**src/hw/rtl/sid_pkg.sv**
```systemverilog
`default_nettype none

package sid_pkg;

  // coordinate width, signed q7.8 at the default
  localparam int COORD_WIDTH = 16;
  localparam int CW = COORD_WIDTH;
  // signed difference of two coordinates
  localparam int UW = CW + 1;
  // signed product of two differences
  localparam int PW = 2 * UW;
  // signed cross product
  localparam int XW = PW + 1;
  // magnitude of a cross product
  localparam int MW = XW - 1;
  // split of the numerator magnitude for the partial products
  localparam int HW = (MW + 1) / 2;
  localparam int LW = CW + HW;
  localparam int GW = CW + MW - HW;
  // dividend width and quotient bits, one quotient bit per cell
  localparam int NW = CW + MW;
  localparam int QB = CW;
  // tolerance register width
  localparam int TW = 16;

  typedef struct packed {
    logic signed [CW-1:0] a_start_x;
    logic signed [CW-1:0] a_start_y;
    logic signed [CW-1:0] a_end_x;
    logic signed [CW-1:0] a_end_y;
    logic signed [CW-1:0] b_start_x;
    logic signed [CW-1:0] b_start_y;
    logic signed [CW-1:0] b_end_x;
    logic signed [CW-1:0] b_end_y;
  } sid_in_t;

  typedef struct packed {
    logic                 hit;
    logic signed [CW-1:0] cross_x;
    logic signed [CW-1:0] cross_y;
  } sid_out_t;

  // what one divider cell hands to the next
  typedef struct packed {
    logic          vld;
    logic          hit;
    logic          negx;
    logic          negy;
    logic [CW-1:0] p1x;
    logic [CW-1:0] p1y;
    logic [MW-1:0] dmag;
    logic [MW-1:0] remx;
    logic [QB-1:0] lqx;
    logic [MW-1:0] remy;
    logic [QB-1:0] lqy;
  } sid_cell_t;

endpackage

`default_nettype wire

```
**src/hw/rtl/sid_div_cell.sv**
```systemverilog
`default_nettype none

module sid_div_cell
  import sid_pkg::*;
(
  input  wire logic      clk,
  input  wire logic      rst_n,
  input  wire logic      en,
  input  wire sid_cell_t cell_i,
  output sid_cell_t      cell_o
);

  sid_cell_t   cell_r, cell_nxt;
  logic        vld_r;
  logic [MW:0] tx, ty, dx, dy, dext;
  logic        qx, qy;

  // one restoring step per axis: shift in the next dividend bit, try to subtract
  always_comb begin
    dext = {1'b0, cell_i.dmag};
    tx   = {cell_i.remx, cell_i.lqx[QB-1]};
    ty   = {cell_i.remy, cell_i.lqy[QB-1]};
    dx   = tx - dext;
    dy   = ty - dext;
    qx   = tx >= dext;
    qy   = ty >= dext;
    cell_nxt      = cell_i;
    cell_nxt.remx = qx ? dx[MW-1:0] : tx[MW-1:0];
    cell_nxt.remy = qy ? dy[MW-1:0] : ty[MW-1:0];
    cell_nxt.lqx  = {cell_i.lqx[QB-2:0], qx};
    cell_nxt.lqy  = {cell_i.lqy[QB-2:0], qy};
  end

  always_ff @(posedge clk) begin
    if (!rst_n) begin
      vld_r <= 1'b0;
    end else if (en) begin
      vld_r <= cell_i.vld;
    end
  end

  always_ff @(posedge clk) begin
    if (en) begin
      cell_r <= cell_nxt;
    end
  end

  always_comb begin
    cell_o     = cell_r;
    cell_o.vld = vld_r;
  end

endmodule

`default_nettype wire

```
**config.mk**
```make
export PLATFORM = sky130hd
export DESIGN_NAME = sid_div_cell
export DESIGN_NICKNAME = d
export VERILOG_FILES = /design/src/hw/rtl/sid_pkg.sv /design/src/hw/rtl/sid_div_cell.sv
export SDC_FILE = /design/constraint.sdc
export NUM_CORES = 1
export LEC_CHECK = 0
export BUFFER_PORTS_ARGS = -buffer_cell sky130_fd_sc_hd__buf_4
export CAP_MARGIN = 30
export CORE_ASPECT_RATIO = 0.6
export CORE_MARGIN = 5
export CORE_UTILIZATION = 46
export CTS_BUF_LIST = sky130_fd_sc_hd__clkbuf_16
export CTS_CLUSTER_DIAMETER = 30
export CTS_CLUSTER_SIZE = 12
export DETAILED_ROUTE_END_ITERATION = 6
export PLACE_DENSITY = 0.77
export SYNTH_ARGS = -nofsm -noshare
export SYNTH_HDL_FRONTEND = slang
export SYNTH_SLANG_ARGS = --single-unit
```
**constraint.sdc**
```tcl
create_clock -name clk -period 3.59 [get_ports clk]
set_clock_uncertainty 0.15 [all_clocks]
set_input_delay 0.359 -clock clk [delete_from_list [all_inputs] [get_ports clk]]
set_output_delay 0.359 -clock clk [all_outputs]
set_load 0.005 [all_outputs]
```
* Word level (Yosys, flattened, before mapping) *
Index checks and enable logic that the tools add are counted.

operators by class
  multiplexer cells = 2
  add/sub/neg operators = 2
  magnitude comparators = 2

operators with widths
  kind              count
  $ge A35 B34 Y1    2
  $mux W34          2
  $sub A34 B34 Y34  2

storage, ports and cells
  bits of input ports = 173
  output and inout bits = 170
  logic and storage cells = 17
  bits in registers = 170

* Logic depth before layout (Yosys ltp) *
  depth after elaboration = 2
  depth in mapped cells = 12
  gate-level depth less buffers = 12

* Worst setup path before layout *
Ideal clock, no wire load.

  path type = input -> register
  start = in cell_i[116] (netlist bit)
  end = reg cell_r (netlist bit cell_o[41]) (data pin)
  slack = 0.189 ns
  stages on the path = 11
  data required time = 3.180 ns
  library setup time = 0.260 ns
  buffers on the path = 1
  arrival time = 2.991 ns
  path through = inv_1 -> ha_1 -> a21o_1 -> a21o_1 -> a2111oi_4 -> a31oi_1 -> a211o_2 -> a21o_1 -> a31oi_4 -> buf_6 -> mux2_2

RTL lines
  what                  RTL line            source
  from (decl)           sid_div_cell.sv:9   input wire sid_cell_t cell_i,
  to (signal assigned)  sid_div_cell.sv:44  cell_r <= cell_nxt;
  to (decl)             sid_div_cell.sv:13  sid_cell_t cell_r, cell_nxt;

==> impl_results.md <==
- Top Ports: 343
- Largest net degree at the start of global routing: 61
- CTS buffer count: 17
- Initial antenna violation count: 0
- Synth cell types: 65
- CTS sink cnt: 170
- IO Port Bufs: 342
- Setup TNS: 0 ns
- Power Density: ~410 mW/mm²
- Post-Syn Area: 0.00996 mm²
- Vias in the first global route: 8951
- Max-slew violations: 0
- Post-Synthesis Cells: 895
- Tmin final: 3.49 ns
- Critical path required time: 3.64 ns
- Final Hold Fails: 0
- Final setup violation count: 0
- Max-cap violations: 0
- Hold crit path type: primary input to register
- Synth Register Bits: 170
- Commonest non-fill, non-tap cells in the layout: buf_4 (389), edfxtp_1 (169), dlygate4sd3_1 (99)
- Filler Cells Inserted: ~1.6k
- DP HPWL: 25600 µm
- Die width: around 200 µm
- Starting Density: 47.1%
- Final total power: 0.00611 W
- Worst-margin pin slew: 0.527 ns
- Number of synthesized flops with an enable pin: 169
- Core footprint: 0.0211 mm²
- H-Tree Depth: 4
- Number of iterations in the first detailed-routing pass: 5
- Post-route ant nets: 0
- Worst Path Arrival: 3.54 ns
- Clock buffer depth: 2
- Slew HR: 64.4%
- Commonest non-fill, non-tap cell in the layout: buf_4
- Total GRT Usage: between 20% and 30%
- First-pass GRT wire length: just over 50000 µm
- CTS root buf: clkbuf_16
- Die area: 0.0248 mm²
- Crit share post-route: 97.3%
- Startpoint types: primary input
- Post-Route WL: 35000 µm
- DIE HEIGHT: 124 µm
- Worst-path clk slew: roughly 0.070 ns
- Final net count: approximately 1.6k
- Status: complete, no violations
- Max Clock Freq: 0.286 GHz
- Total gr overflow: 0
- DR vias: 9181
- # diodes: 0
- Later-pin clock latency in the skew report: 0.44 ns
- Placer Congestion: 0.915
- CTS tree: built
- RSZ-0062 raised after global routing: true
- Register area share after synthesis: 51.1%
- Mean Syn Cell Area: 11.1 µm²
- Leak: between 6 and 7 nW
- Syn Nets: 1138
- Initial DRC count: approximately 770
- Post-route cell area: 0.0148 mm²
- CP Max Fanout: 20
- Wirelength per Cell: ~21 µm
- DRC viols: 0
- Post-DP Area: 0.0132 mm²
- WS Path Type: primary input to register
- CP endpoint kind: register
- Layout cells sized above 1: 35.5%
- Area Overhead vs Synth: 48.7%
- Ys flop type: edfxtp_1
- Post-synthesis async set-or-reset flop share: 0%
- Row count: just over 40
- Vias per cell: roughly 5.5
- Worst VDD drop: 0.362 mV
- Syn. warnings: 0
-- critical path, cell delays in order --
cell and delay [ns]:
dlygate4sd3_1 0.56, buf_4 0.16, inv_1 0.09, ha_2 0.33, buf_4 0.16, a2111oi_4 0.34, a31oi_2 0.17, a211o_2 0.33
a21o_1 0.19, a31oi_4 0.25, buf_12 0.20, mux2_2 0.36
-- flip-flops by register name, indices dropped and copies added, names as in the netlist --
register	count
vld_r	1
cell_o	169
-- per-layer routing --
metal,track usage [%],wire [µm],up-vias,share of wire (%)
li1,-,-,4346,-
met1,39.7,15400,4321,44
met2,41.5,15700,466,45
met3,5.70,3250,48,9.3
met4,7.34,656,0,1.9
met5,0,0,-,0
-- synthesized netlist by cell type, types with 2 or more instances --
| library cell | n | area (µm²) |
|---|---|---|
| a211oi_1 | 6 | 45.0 |
| ha_1 | 68 | 851 |
| a31oi_1 | 7 | 43.8 |
| nor3_1 | 19 | 95.1 |
| fa_1 | 2 | 40.0 |
| o21bai_1 | 7 | 52.6 |
| o311ai_0 | 5 | 43.8 |
| edfxtp_1 | 169 | 5070 |
| o211ai_1 | 10 | 75.1 |
| o21a_1 | 5 | 37.5 |
| xor2_1 | 20 | 175 |
| mux2i_1 | 5 | 50.1 |
| inv_1 | 64 | 240 |
| a21bo_2 | 2 | 20.0 |
| or3_1 | 2 | 12.5 |
| nor4bb_1 | 2 | 20.0 |
| buf_2 | 4 | 20.0 |
| a311oi_1 | 3 | 26.3 |
| mux2_2 | 44 | 495 |
| nor2b_1 | 5 | 31.3 |
| o311a_1 | 2 | 20.0 |
| and2_1 | 3 | 18.8 |
| o31ai_1 | 3 | 22.5 |
| nor2_1 | 79 | 297 |
| nand2_1 | 57 | 214 |
| and4_1 | 4 | 35.0 |
| buf_6 | 3 | 33.8 |
| xnor2_1 | 31 | 272 |
| clkbuf_1 | 15 | 56.3 |
| nand3_1 | 19 | 95.1 |
| o22ai_1 | 3 | 18.8 |
| a21o_1 | 34 | 255 |
| nand2b_1 | 7 | 43.8 |
| a2111oi_0 | 8 | 70.1 |
| o21ai_0 | 35 | 175 |
| a21boi_0 | 2 | 15.0 |
| a31o_2 | 2 | 17.5 |
| or2_2 | 4 | 25.0 |
| a21oi_1 | 91 | 455 |
| and3_1 | 4 | 25.0 |
| nand4_1 | 11 | 68.8 |
| nor4_1 | 6 | 37.5 |
-- final cells by class --
| cell class | instances | area, µm² | area share [%] |
|---|---|---|---|
| repair buffers | 493 | 4000 | 27.0 |
| clock inverters | 15 | 116 | 0.785 |
| inverters | 64 | 244 | 1.65 |
| clock buffers | 17 | 425 | 2.87 |
| multi-input cells | 638 | 4580 | 30.9 |
| flip-flops and latches | 170 | 5090 | 34.4 |
| well taps | 279 | 349 | 2.36 |
-- report_power, final --
| part | internal [W] | switching, W | total, W |
|---|---|---|---|
| logic | 0.000934 | 0.000863 | 0.00180 |
| clock network | 0.000897 | 0.000885 | 0.00178 |
| registers | 0.00246 | 0.0000739 | 0.00253 |
| total | 0.00429 | 0.00182 | 0.00611 |
-- worst paths after layout --
kind               startpoint           to  slack, ns  cells past startpoint
setup / recovery  cell_i[118]   cell_o[27]        0.1                     12
hold / removal    cell_i[100]  cell_o[100]       0.03                      1
setup reg to reg        vld_r        vld_r       2.85                      2
hold reg to reg         vld_r        vld_r       0.38                      2
-- stage by stage --
step | worst slack, ns | cells | hold slack, ns | utilization [%]
6_report | 0.0964 | 1676 | 0.0272 | 70.1
3_5_place_dp | -0.0420 | 1544 | 0.367 | 62.5
2_1_floorplan | 0.189 | 895 | 0.308 | -
4_1_cts | 0.0298 | 1675 | 0.00132 | 69.8
5_1_grt | -0.00951 | 1676 | 0.00933 | 70.1
3_3_place_gp | 0.0560 | 1544 | 0.350 | 62.5
-- logic make-up (layout without fill, tap and decap cells) --
family          Yosys count  after routing  synth area share (%)
fa+ha+maj                70             70                  8.94
simple gates            226            226                  10.5
xor+xnor                 51             51                  4.48
buf+inv                  87            589                  3.59
flops                   170            170                  51.1
compound gates          242            242                  15.8
mux                      49             49                  5.47
-- timing repair --
item                                   in CTS  in global routing
resized for setup                           0                 17
buffers inserted                            0                  1
setup endpoints to repair                   0                 61
endpoints found under the hold margin      99                  0
hold buffers                               99                  0
No activity file was read; power rests on OpenSTA's default activity.
